File: src/rtl/assert_macros.svh
// Assertion macros used by the clipper back end (pecl_back).
// Needs signals named clk and rst in the including module.
`ifndef ASSERT_MACROS_SVH
`define ASSERT_MACROS_SVH
`define ASSERT_IMP(lbl, a, c) \
  lbl: assert property (@(posedge clk) disable iff (rst) (a) |-> (c)) \
    else $error("immediate implication failed");
`define ASSERT_NXT(lbl, a, c) \
  lbl: assert property (@(posedge clk) disable iff (rst) (a) |=> (c)) \
    else $error("next-cycle implication failed");
`endif

File: src/rtl/pecl_pkg.sv
// Package for the polygon edge line clipper: widths, payload types, codes,
// state types and the outcode function. No dependencies.
package pecl_pkg;
  localparam int CoordBits = 16;
  localparam int ProdBits = 2 * CoordBits + 2;
  localparam int DivCntW = $clog2(ProdBits + 1);
  localparam int MaxClips = 4;
  localparam int ClipCntW = $clog2(MaxClips + 1);
  localparam int EdgeQueueDepth = 2;
  localparam int ResultQueueDepth = 2;
  localparam int CfgAddrBits = 4;
  localparam int CfgDataBits = 32;

  localparam logic [1:0] RegWinLeft = 2'd0;
  localparam logic [1:0] RegWinBottom = 2'd1;
  localparam logic [1:0] RegWinRight = 2'd2;
  localparam logic [1:0] RegWinTop = 2'd3;

  localparam logic [3:0] OcLeft = 4'd1;
  localparam logic [3:0] OcRight = 4'd2;
  localparam logic [3:0] OcBottom = 4'd4;
  localparam logic [3:0] OcTop = 4'd8;

  typedef logic signed [CoordBits-1:0] coord_t;

  typedef struct packed {
    coord_t vert_x;
    coord_t vert_y;
    logic closes_polygon;
  } vertex_t;

  typedef struct packed {
    coord_t seg_x0;
    coord_t seg_y0;
    coord_t seg_x1;
    coord_t seg_y1;
    logic run_end;
  } segment_t;

  typedef struct packed {
    coord_t x0;
    coord_t y0;
    coord_t x1;
    coord_t y1;
    logic last;
  } edge_t;

  typedef struct packed {
    coord_t left;
    coord_t bottom;
    coord_t right;
    coord_t top;
  } window_t;

  typedef enum logic [1:0] {F_IDLE, F_EDGE1, F_EDGE2} front_state_t;

  typedef enum logic [2:0] {
    B_IDLE, B_CHECK, B_MUL, B_DIV, B_UPD, B_EMIT1, B_EMIT2
  } back_state_t;

  function automatic logic [3:0] outcode(coord_t x, coord_t y, window_t w);
    logic [3:0] c;
    c = 4'd0;
    if (x < w.left) begin
      c = c | OcLeft;
    end else if (x > w.right) begin
      c = c | OcRight;
    end
    if (y < w.bottom) begin
      c = c | OcBottom;
    end else if (y > w.top) begin
      c = c | OcTop;
    end
    return c;
  endfunction
endpackage

File: src/rtl/pecl_queue.sv
// Small first-in first-out queue of registers for any packed payload type.
// Uses nothing from the package; DEPTH must be a power of two.
module pecl_queue #(
  parameter type T = logic [7:0],
  parameter int DEPTH = 2
) (
  input  logic clk,
  input  logic rst,
  input  logic push,
  input  T     wdata,
  output logic full,
  input  logic pop,
  output T     rdata,
  output logic empty
);
  localparam int AW = (DEPTH > 1) ? $clog2(DEPTH) : 1;

  T mem [DEPTH];
  logic [AW-1:0] wr_ptr;
  logic [AW-1:0] rd_ptr;
  logic [AW:0] count;
  logic do_push;
  logic do_pop;

  assign full = (count == (AW+1)'(DEPTH));
  assign empty = (count == '0);
  assign do_push = push && !full;
  assign do_pop = pop && !empty;
  assign rdata = mem[rd_ptr];

  always_ff @(posedge clk) begin
    if (rst) begin
      wr_ptr <= '0;
      rd_ptr <= '0;
      count <= '0;
    end else begin
      if (do_push) begin
        wr_ptr <= wr_ptr + 1'b1;
      end
      if (do_pop) begin
        rd_ptr <= rd_ptr + 1'b1;
      end
      if (do_push && !do_pop) begin
        count <= count + 1'b1;
      end else if (do_pop && !do_push) begin
        count <= count - 1'b1;
      end
    end
  end

  always_ff @(posedge clk) begin
    if (do_push) begin
      mem[wr_ptr] <= wdata;
    end
  end
endmodule

File: src/rtl/pecl_front.sv
// Front end: takes vertices, tracks the first and previous one, and issues the edge jobs
// from the previous vertex and, on a closing vertex, back to the first. Depends on pecl_pkg.
module pecl_front
  import pecl_pkg::*;
(
  input  logic    clk,
  input  logic    rst,
  input  logic    push,
  output logic    full,
  input  vertex_t vertex,
  output logic    edge_push,
  output edge_t   edge_data,
  input  logic    edge_full
);
  front_state_t state, state_next;
  coord_t start_x, start_y, prior_x, prior_y;
  logic have_start;
  logic closes;
  edge_t job1, job2;
  logic accept;

  assign accept = push && !full;

  always_comb begin
    state_next = state;
    case (state)
      F_IDLE: begin
        if (accept) begin
          if (have_start) begin
            state_next = F_EDGE1;
          end else if (vertex.closes_polygon) begin
            state_next = F_EDGE2;
          end
        end
      end
      F_EDGE1: begin
        if (!edge_full) begin
          state_next = closes ? F_EDGE2 : F_IDLE;
        end
      end
      F_EDGE2: begin
        if (!edge_full) begin
          state_next = F_IDLE;
        end
      end
      default: state_next = F_IDLE;
    endcase
  end

  always_comb begin
    full = 1'b1;
    edge_push = 1'b0;
    edge_data = job1;
    case (state)
      F_IDLE: full = 1'b0;
      F_EDGE1: edge_push = !edge_full;
      F_EDGE2: begin
        edge_push = !edge_full;
        edge_data = job2;
      end
      default: full = 1'b1;
    endcase
  end

  always_ff @(posedge clk) begin
    if (rst) begin
      state <= F_IDLE;
      have_start <= 1'b0;
      start_x <= '0;
      start_y <= '0;
      prior_x <= '0;
      prior_y <= '0;
    end else begin
      state <= state_next;
      if (accept) begin
        if (!have_start) begin
          start_x <= vertex.vert_x;
          start_y <= vertex.vert_y;
        end
        prior_x <= vertex.vert_x;
        prior_y <= vertex.vert_y;
        have_start <= !vertex.closes_polygon;
      end
    end
  end

  always_ff @(posedge clk) begin
    if (accept) begin
      closes <= vertex.closes_polygon;
      job1 <= '{x0: prior_x, y0: prior_y, x1: vertex.vert_x, y1: vertex.vert_y,
                last: !vertex.closes_polygon};
      job2 <= '{x0: vertex.vert_x, y0: vertex.vert_y,
                x1: have_start ? start_x : vertex.vert_x,
                y1: have_start ? start_y : vertex.vert_y, last: 1'b1};
    end
  end
endmodule

File: src/rtl/pecl_back.sv
// Back end: clips one edge at a time by Cohen-Sutherland iteration with a
// multiplier and a bit-serial divider, then emits the results. Depends on pecl_pkg.
module pecl_back
  import pecl_pkg::*;
(
  input  logic     clk,
  input  logic     rst,
  input  window_t  win,
  input  logic     edge_empty,
  output logic     edge_pop,
  input  edge_t    edge_data,
  output logic     res_push,
  output segment_t res_data,
  input  logic     res_full
);
  `include "assert_macros.svh"

  localparam int W = CoordBits;

  back_state_t state, state_next;
  coord_t x0, y0, x1, y1;
  logic last;
  logic vis;
  logic [ClipCntW-1:0] nclip;
  segment_t pend;
  logic pend_valid;
  logic signed [W:0] op_a, op_b, op_d;
  logic clip_p0, clip_y;
  coord_t bound;
  logic [ProdBits-1:0] dq;
  logic [W:0] dmag;
  logic [W:0] rem;
  logic neg;
  logic [DivCntW-1:0] dcnt;

  logic [3:0] c0, c1, co;
  logic inv, acc, rej, decided;
  logic [W+1:0] rem_sh;
  logic rem_ge;
  logic [W:0] ua, ub, ud;
  logic [W:0] q;
  logic [W+1:0] qext, off, base_ext, newc;
  segment_t cur_seg;

  assign c0 = outcode(x0, y0, win);
  assign c1 = outcode(x1, y1, win);
  assign co = (c0 != 4'd0) ? c0 : c1;
  assign inv = (win.left > win.right) || (win.bottom > win.top);
  assign acc = !inv && ((c0 | c1) == 4'd0);
  assign rej = inv || ((c0 & c1) != 4'd0) || (nclip >= ClipCntW'(MaxClips));
  assign decided = acc || rej;

  assign ua = op_a[W] ? (W+1)'(-op_a) : op_a;
  assign ub = op_b[W] ? (W+1)'(-op_b) : op_b;
  assign ud = op_d[W] ? (W+1)'(-op_d) : op_d;

  assign rem_sh = {rem, dq[ProdBits-1]};
  assign rem_ge = rem_sh >= {1'b0, dmag};

  assign q = (dmag == '0) ? '0 : dq[W:0];
  assign qext = {1'b0, q};
  assign off = neg ? (W+2)'(-qext) : qext;
  assign base_ext = clip_y ? {{2{x0[W-1]}}, x0} : {{2{y0[W-1]}}, y0};
  assign newc = base_ext + off;

  assign cur_seg = '{seg_x0: x0, seg_y0: y0, seg_x1: x1, seg_y1: y1, run_end: 1'b1};

  always_comb begin
    state_next = state;
    case (state)
      B_IDLE: if (!edge_empty) state_next = B_CHECK;
      B_CHECK: begin
        if (decided) begin
          state_next = last ? B_EMIT1 : B_IDLE;
        end else begin
          state_next = B_MUL;
        end
      end
      B_MUL: state_next = B_DIV;
      B_DIV: if (dcnt == DivCntW'(1)) state_next = B_UPD;
      B_UPD: state_next = B_CHECK;
      B_EMIT1: if (!pend_valid || !res_full) state_next = B_EMIT2;
      B_EMIT2: if (!vis || !res_full) state_next = B_IDLE;
      default: state_next = B_IDLE;
    endcase
  end

  always_comb begin
    edge_pop = 1'b0;
    res_push = 1'b0;
    res_data = cur_seg;
    case (state)
      B_IDLE: edge_pop = !edge_empty;
      B_EMIT1: begin
        res_push = pend_valid && !res_full;
        res_data = pend;
        res_data.run_end = !vis;
      end
      B_EMIT2: res_push = vis && !res_full;
      default: edge_pop = 1'b0;
    endcase
  end

  always_ff @(posedge clk) begin
    if (rst) begin
      state <= B_IDLE;
      pend_valid <= 1'b0;
    end else begin
      state <= state_next;
      if (state == B_CHECK && decided && !last && acc) begin
        pend_valid <= 1'b1;
      end
      if (state == B_EMIT1 && res_push) begin
        pend_valid <= 1'b0;
      end
    end
  end

  always_ff @(posedge clk) begin
    case (state)
      B_IDLE: begin
        if (edge_pop) begin
          x0 <= edge_data.x0;
          y0 <= edge_data.y0;
          x1 <= edge_data.x1;
          y1 <= edge_data.y1;
          last <= edge_data.last;
          nclip <= '0;
        end
      end
      B_CHECK: begin
        vis <= acc;
        if (decided && !last && acc) begin
          pend <= cur_seg;
        end
        clip_p0 <= (c0 != 4'd0);
        if ((co & OcTop) != 4'd0 || (co & OcBottom) != 4'd0) begin
          clip_y <= 1'b1;
          bound <= ((co & OcTop) != 4'd0) ? win.top : win.bottom;
          op_a <= $signed({x1[W-1], x1}) - $signed({x0[W-1], x0});
          op_b <= ((co & OcTop) != 4'd0)
                  ? $signed({win.top[W-1], win.top}) - $signed({y0[W-1], y0})
                  : $signed({win.bottom[W-1], win.bottom}) - $signed({y0[W-1], y0});
          op_d <= $signed({y1[W-1], y1}) - $signed({y0[W-1], y0});
        end else begin
          clip_y <= 1'b0;
          bound <= ((co & OcRight) != 4'd0) ? win.right : win.left;
          op_a <= $signed({y1[W-1], y1}) - $signed({y0[W-1], y0});
          op_b <= ((co & OcRight) != 4'd0)
                  ? $signed({win.right[W-1], win.right}) - $signed({x0[W-1], x0})
                  : $signed({win.left[W-1], win.left}) - $signed({x0[W-1], x0});
          op_d <= $signed({x1[W-1], x1}) - $signed({x0[W-1], x0});
        end
      end
      B_MUL: begin
        dq <= ProdBits'(ua) * ProdBits'(ub);
        dmag <= ud;
        neg <= op_a[W] ^ op_b[W] ^ op_d[W];
        rem <= '0;
        dcnt <= DivCntW'(ProdBits);
      end
      B_DIV: begin
        rem <= rem_ge ? (W+1)'(rem_sh - {1'b0, dmag}) : rem_sh[W:0];
        dq <= {dq[ProdBits-2:0], rem_ge};
        dcnt <= dcnt - 1'b1;
      end
      B_UPD: begin
        nclip <= nclip + 1'b1;
        if (clip_p0) begin
          x0 <= clip_y ? newc[W-1:0] : bound;
          y0 <= clip_y ? bound : newc[W-1:0];
        end else begin
          x1 <= clip_y ? newc[W-1:0] : bound;
          y1 <= clip_y ? bound : newc[W-1:0];
        end
      end
      default: nclip <= nclip;
    endcase
  end

  `ASSERT_IMP(a_clip_bound, state == B_CHECK, nclip <= ClipCntW'(MaxClips))
  `ASSERT_IMP(a_push_room, res_push, !res_full)
  `ASSERT_NXT(a_emit_done, (state == B_EMIT2) && (!vis || !res_full), state == B_IDLE)
endmodule

File: src/rtl/polygon_edge_line_clipper.sv
// Polygon edge line clipper: vertices in, clipped visible segments out, with
// a Cohen-Sutherland clipper and window registers on an APB-style port.
// Depends on pecl_pkg, pecl_queue, pecl_front and pecl_back.
//
// Vertices are pushed one at a time, the last one of a polygon with
// closes_polygon set; each vertex after the first yields the edge from the
// previous vertex, and the closing vertex also yields the edge back to the
// first, so a vertex gives zero, one or two segments, the last of them
// flagged by run_end. Each endpoint clip runs through a multiplier and then a
// bit-serial divider in the clipping unit; an edge takes at most four clips
// and is rejected if it still lies partly outside after the fourth.
// Edges wait in a short queue so the vertex side can run ahead of the clipper
// until it fills. The window registers lie at byte addresses 0, 4, 8 and 12
// (left, bottom, right, top) and may be written only while the block is idle.
module polygon_edge_line_clipper
  import pecl_pkg::*;
#(
  parameter int EDGE_DEPTH = EdgeQueueDepth,
  parameter int RESULT_DEPTH = ResultQueueDepth
) (
  input  logic                   clk,
  input  logic                   rst,
  input  logic                   push,
  output logic                   full,
  input  vertex_t                vertex,
  output logic                   empty,
  input  logic                   pop,
  output segment_t               segment,
  input  logic                   psel,
  input  logic                   penable,
  input  logic                   pwrite,
  input  logic [CfgAddrBits-1:0] paddr,
  input  logic [CfgDataBits-1:0] pwdata,
  output logic [CfgDataBits-1:0] prdata,
  output logic                   pready
);
  window_t win;
  coord_t rd_val;
  logic cfg_wr;
  logic e_push, e_full, e_pop, e_empty;
  edge_t e_wdata, e_rdata;
  logic r_push, r_full;
  segment_t r_wdata;

  assign pready = 1'b1;
  assign cfg_wr = psel && penable && pwrite && pready;

  always_ff @(posedge clk) begin
    if (rst) begin
      win.left <= coord_t'(0);
      win.bottom <= coord_t'(0);
      win.right <= coord_t'(799);
      win.top <= coord_t'(799);
    end else if (cfg_wr) begin
      case (paddr[3:2])
        RegWinLeft: win.left <= pwdata[CoordBits-1:0];
        RegWinBottom: win.bottom <= pwdata[CoordBits-1:0];
        RegWinRight: win.right <= pwdata[CoordBits-1:0];
        RegWinTop: win.top <= pwdata[CoordBits-1:0];
        default: win <= win;
      endcase
    end
  end

  always_comb begin
    case (paddr[3:2])
      RegWinLeft: rd_val = win.left;
      RegWinBottom: rd_val = win.bottom;
      RegWinRight: rd_val = win.right;
      RegWinTop: rd_val = win.top;
      default: rd_val = win.left;
    endcase
    prdata = {{(CfgDataBits-CoordBits){rd_val[CoordBits-1]}}, rd_val};
  end

  pecl_front u_front (
    .clk(clk), .rst(rst), .push(push), .full(full), .vertex(vertex),
    .edge_push(e_push), .edge_data(e_wdata), .edge_full(e_full)
  );

  pecl_queue #(.T(edge_t), .DEPTH(EDGE_DEPTH)) u_edge_q (
    .clk(clk), .rst(rst), .push(e_push), .wdata(e_wdata), .full(e_full),
    .pop(e_pop), .rdata(e_rdata), .empty(e_empty)
  );

  pecl_back u_back (
    .clk(clk), .rst(rst), .win(win), .edge_empty(e_empty), .edge_pop(e_pop),
    .edge_data(e_rdata), .res_push(r_push), .res_data(r_wdata), .res_full(r_full)
  );

  pecl_queue #(.T(segment_t), .DEPTH(RESULT_DEPTH)) u_res_q (
    .clk(clk), .rst(rst), .push(r_push), .wdata(r_wdata), .full(r_full),
    .pop(pop), .rdata(segment), .empty(empty)
  );
endmodule

File: config.mk
export PLATFORM = sky130hd
export DESIGN_NAME = polygon_edge_line_clipper
export DESIGN_NICKNAME = d
export VERILOG_FILES = /design/src/rtl/pecl_pkg.sv /design/src/rtl/pecl_queue.sv /design/src/rtl/pecl_front.sv /design/src/rtl/pecl_back.sv /design/src/rtl/polygon_edge_line_clipper.sv
export VERILOG_INCLUDE_DIRS = /design/src /design/src/rtl
export SDC_FILE = /design/constraint.sdc
export NUM_CORES = 2
export LEC_CHECK = 0
export ABC_AREA = 0
export BUFFER_PORTS_ARGS = -buffer_cell sky130_fd_sc_hd__buf_2
export CAP_MARGIN = 20
export CORE_MARGIN = 2
export CORE_UTILIZATION = 50
export CTS_BUF_LIST = sky130_fd_sc_hd__clkbuf_8
export CTS_CLUSTER_SIZE = 14
export DETAILED_ROUTE_END_ITERATION = 7
export PLACE_DENSITY = 0.77
export SLEW_MARGIN = 30
export SYNTH_ARGS = -nofsm -noshare
export SYNTH_HDL_FRONTEND = slang
export SYNTH_SLANG_ARGS = --single-unit
File: constraint.sdc
create_clock -name clk -period 17.2 [get_ports clk]
set_input_delay 2.58 -clock clk [delete_from_list [all_inputs] [get_ports clk]]
set_output_delay 2.58 -clock clk [all_outputs]
set_load 0.02 [all_outputs]
==> flow_summary.yaml <==
outcome:
  status: "finished, final reports clean"
logic_synthesis:
  netlist_instances: 4800
  avgSynthCellArea_um2: 10.5
  async_reset_ff_frac: 0
  synth_edf_count: 635
  synth_nets: 5450
  yosysUniqueCellTypes: 93
  synth.cell_area_um2: 50500
  synth_seq_area_share: 0.435
  synth_top_flop_cell: "edfxtp_1"
  ys_warn_count: 0
  ys_seq_elements: 780
placed_design:
  io_buffers: 156
  dpl-instance-area_um2: 52700
  dpl.hpwl_um: 110000
  place_congestion: 0.984
global_routing:
  grt_usage: 0.284
  antenna_found_initial: 6
  grt_max_degree: 87
  grt_overflow: 0
  grt_pass1_vias: 36300
  grt_pass1_wl_um: 221000
timing:
  period_share: 0.518
  slew_headroom: 0.260
  finalHoldViolations: 0
  setup_viol: 0
  drv_slew: 0
  max_freq_mhz: 112
  fin_crit_ps: 8920
  tightest_slew_ps: 1110
  rsz0062_at_grt: "no"
  fin_skew_ps: 78.2
  fin_tns_setup_ps: 0
clocking:
  h-tree-depth: 3
  cts_made_buffers: 117
  clkLatencyLatePin_ps: 800
  post_cts_buffers: 0
  ctsLongestPathBuffers: 3
  cts_resized: 0
  cts_hold_buf: 0
  tritoncts: "yes"
  root_buffer: "clkbuf_8"
  path_clk_slew_ps: 90
  clock-sinks: 780
cells_and_area:
  fin_nets: 5596
  layout-drive-gt1-share: 0.127
  syn_to_final_growth_pct: 9.00
  postLayoutCellArea_um2: 55000
worst_hold_path:
  worstHoldStart: "u_front.prior_x[0]$_SDFFE_PP0P_"
  hp-class: "reg2reg"
  min_path_cells: 0
  holdPathEnd: "u_front.job1[49]$_DFFE_PP_"
worst_setup_path:
  cp_max_fo: 17
  cp.arrival_ps: 9440
  r2r_end: "u_back.dq[31]$_DFFE_PP_"
  cp.required_ps: 17720
  regToRegSetupSlack_ps: 8280
  rr_startpoint: "u_back.op_b[0]$_DFFE_PN_"
  cp-end-kind: "flop"
  start_kind: "flop"
  worstRegToRegCells: 25
  path_class: "reg2reg"
detailed_routing:
  dr.pass1.iters: 6
  antenna_left: 0
  vias_per_cell: 5.96
  wl_um: 148000
  post_drt_wl_per_cell_um: 23.3
  via_count: 37800
  drt_iter0_drc: 3936
  drc: 0
die:
  die_y_um: 322
  die_w_um: 322
  design.core.area_um2: 100000
  row_count: 116
  dieArea_um2: 104000
  initial_core_util: 0.504
  ios: 176
job:
  maxCapViolCount: 0
## sequential cells by signal, summed over array words and instances (netlist names), 3 cells and up, named ones only
signal / flops
u_back.op_d: 17
u_front.job1: 65
u_back.state: 3
u_back.x0: 16
u_front.prior_y: 16
u_back.op_b: 17
u_front.prior_x: 16
u_back.dq: 34
win: 64
u_res_q.mem: 130
u_back.y0: 16
u_back.nclip: 3
u_back.rem: 17
u_back.x1: 16
u_front.start_x: 16
u_front.job2: 32
u_back.y1: 16
u_front.start_y: 16
u_edge_q.mem: 130
u_back.bound: 16
u_back.dmag: 17
u_back.pend: 64
u_back.op_a: 17
u_back.dcnt: 6
## layout make-up
| type | count | area, um^2 |
|---|---|---|
| antenna | 2 | 5.00 |
| clock buffer | 124 | 1710 |
| clock inverter | 97 | 563 |
| fill | 8529 | 45100 |
| inverter | 450 | 1690 |
| multi-input combinational | 3362 | 26100 |
| sequential | 780 | 22000 |
| tap | 1298 | 1620 |
| timing repair buffer | 235 | 1410 |
## cells in the mapped netlist, types with 27 or more instances
cell type / count / share of area
xnor2_1: 125 / 0.022
inv_1: 448 / 0.033
o21a_1: 28 / 0.0042
nand3_1: 81 / 0.0080
o211ai_1: 42 / 0.0062
a21oi_1: 282 / 0.028
nor2_1: 340 / 0.025
dfxtp_1: 145 / 0.057
nand2_1: 604 / 0.045
xor2_1: 73 / 0.013
a21boi_0: 27 / 0.0040
a31oi_1: 36 / 0.0045
and2_1: 32 / 0.0040
o21ai_0: 198 / 0.020
nand2b_1: 35 / 0.0043
a211oi_1: 67 / 0.010
ha_1: 342 / 0.085
a21o_1: 57 / 0.0085
nor3_1: 126 / 0.012
fa_1: 232 / 0.092
edfxtp_1: 635 / 0.38
mux2_2: 200 / 0.045
or3_1: 37 / 0.0046
mux2i_1: 77 / 0.015
clkbuf_1: 164 / 0.012
nor2b_1: 40 / 0.0050
o31ai_1: 33 / 0.0049
## metal layers
metal,GRT usage,vias up,share of wire
met5,0,-,0.00012
met4,0.138,2,0.055
met3,0.0553,356,0.094
met2,0.435,1822,0.44
met1,0.387,18400,0.41
li1,-,17200,-
## metrics by stage
| stage | util | std cells | hold WS, ps | worst slack (ps) |
|---|---|---|---|---|
| after floorplan | - | 4800 | 408 | 9620 |
| after global placement | 0.526 | 6123 | 412 | 8430 |
| after detailed placement | 0.526 | 6124 | 413 | 8410 |
| after CTS | 0.549 | 6345 | 425 | 8400 |
| after global routing | 0.549 | 6348 | 430 | 7760 |
| final | 0.549 | 6348 | 427 | 8280 |
## worst max-delay path: stages (launching register included)
cell,delay [ps]
edfxtp_1,930
inv_1,320
ha_1,340
nand3_1,190
o21ai_0,200
xnor2_1,730
nand2_1,150
fa_1,560
fa_1,570
inv_1,60
fa_1,530
fa_1,540
fa_1,540
inv_1,60
fa_1,550
inv_1,50
ha_1,370
and3_1,220
and3_1,210
nand3_1,130
o22ai_1,390
o21bai_1,210
a31oi_1,390
o21ai_0,150
a21boi_0,180
o31ai_1,90
## cell families after synthesis
group,Yosys count,synth area share
simple gates,1403,0.124
xor+xnor,198,0.0344
buf+inv,658,0.0507
other cells,1,0.0000743
fa+ha+maj,574,0.177
mux,293,0.0670
compound gates,893,0.112
flops,780,0.435
## layout by cell type (no fill, tap or decap), types with 81 or more instances in the layout
cell type	count
a21oi_1	281
buf_2	155
clkbuf_8	124
dfxtp_1	143
edfxtp_1	635
fa_1	232
ha_1	341
inv_1	499
mux2_2	200
nand2_1	601
nand3_1	81
nor2_1	338
nor3_1	123
o21ai_0	196
xnor2_1	122
## how the worst max path moves through the flow
stage                                         from                 endpoint  slack, ps  cells past startpoint
final                     u_back.op_b[0]$_DFFE_PN_  u_back.dq[31]$_DFFE_PP_       8280                     25
after global routing      u_back.op_a[2]$_DFFE_PN_  u_back.dq[25]$_DFFE_PP_       7760                     28
after floorplan           u_back.op_b[2]$_DFFE_PN_  u_back.dq[33]$_DFFE_PP_       9620                     26
after CTS                 u_back.op_b[0]$_DFFE_PN_  u_back.dq[33]$_DFFE_PP_       8400                     25
after global placement    u_back.op_a[2]$_DFFE_PN_  u_back.dq[33]$_DFFE_PP_       8430                     28
after detailed placement  u_back.op_b[2]$_DFFE_PN_  u_back.dq[33]$_DFFE_PP_       8410                     26
Power is left out: the tool's default activity adds up to more than one toggle a clock period on the data nets, which glitch-free logic cannot reach.
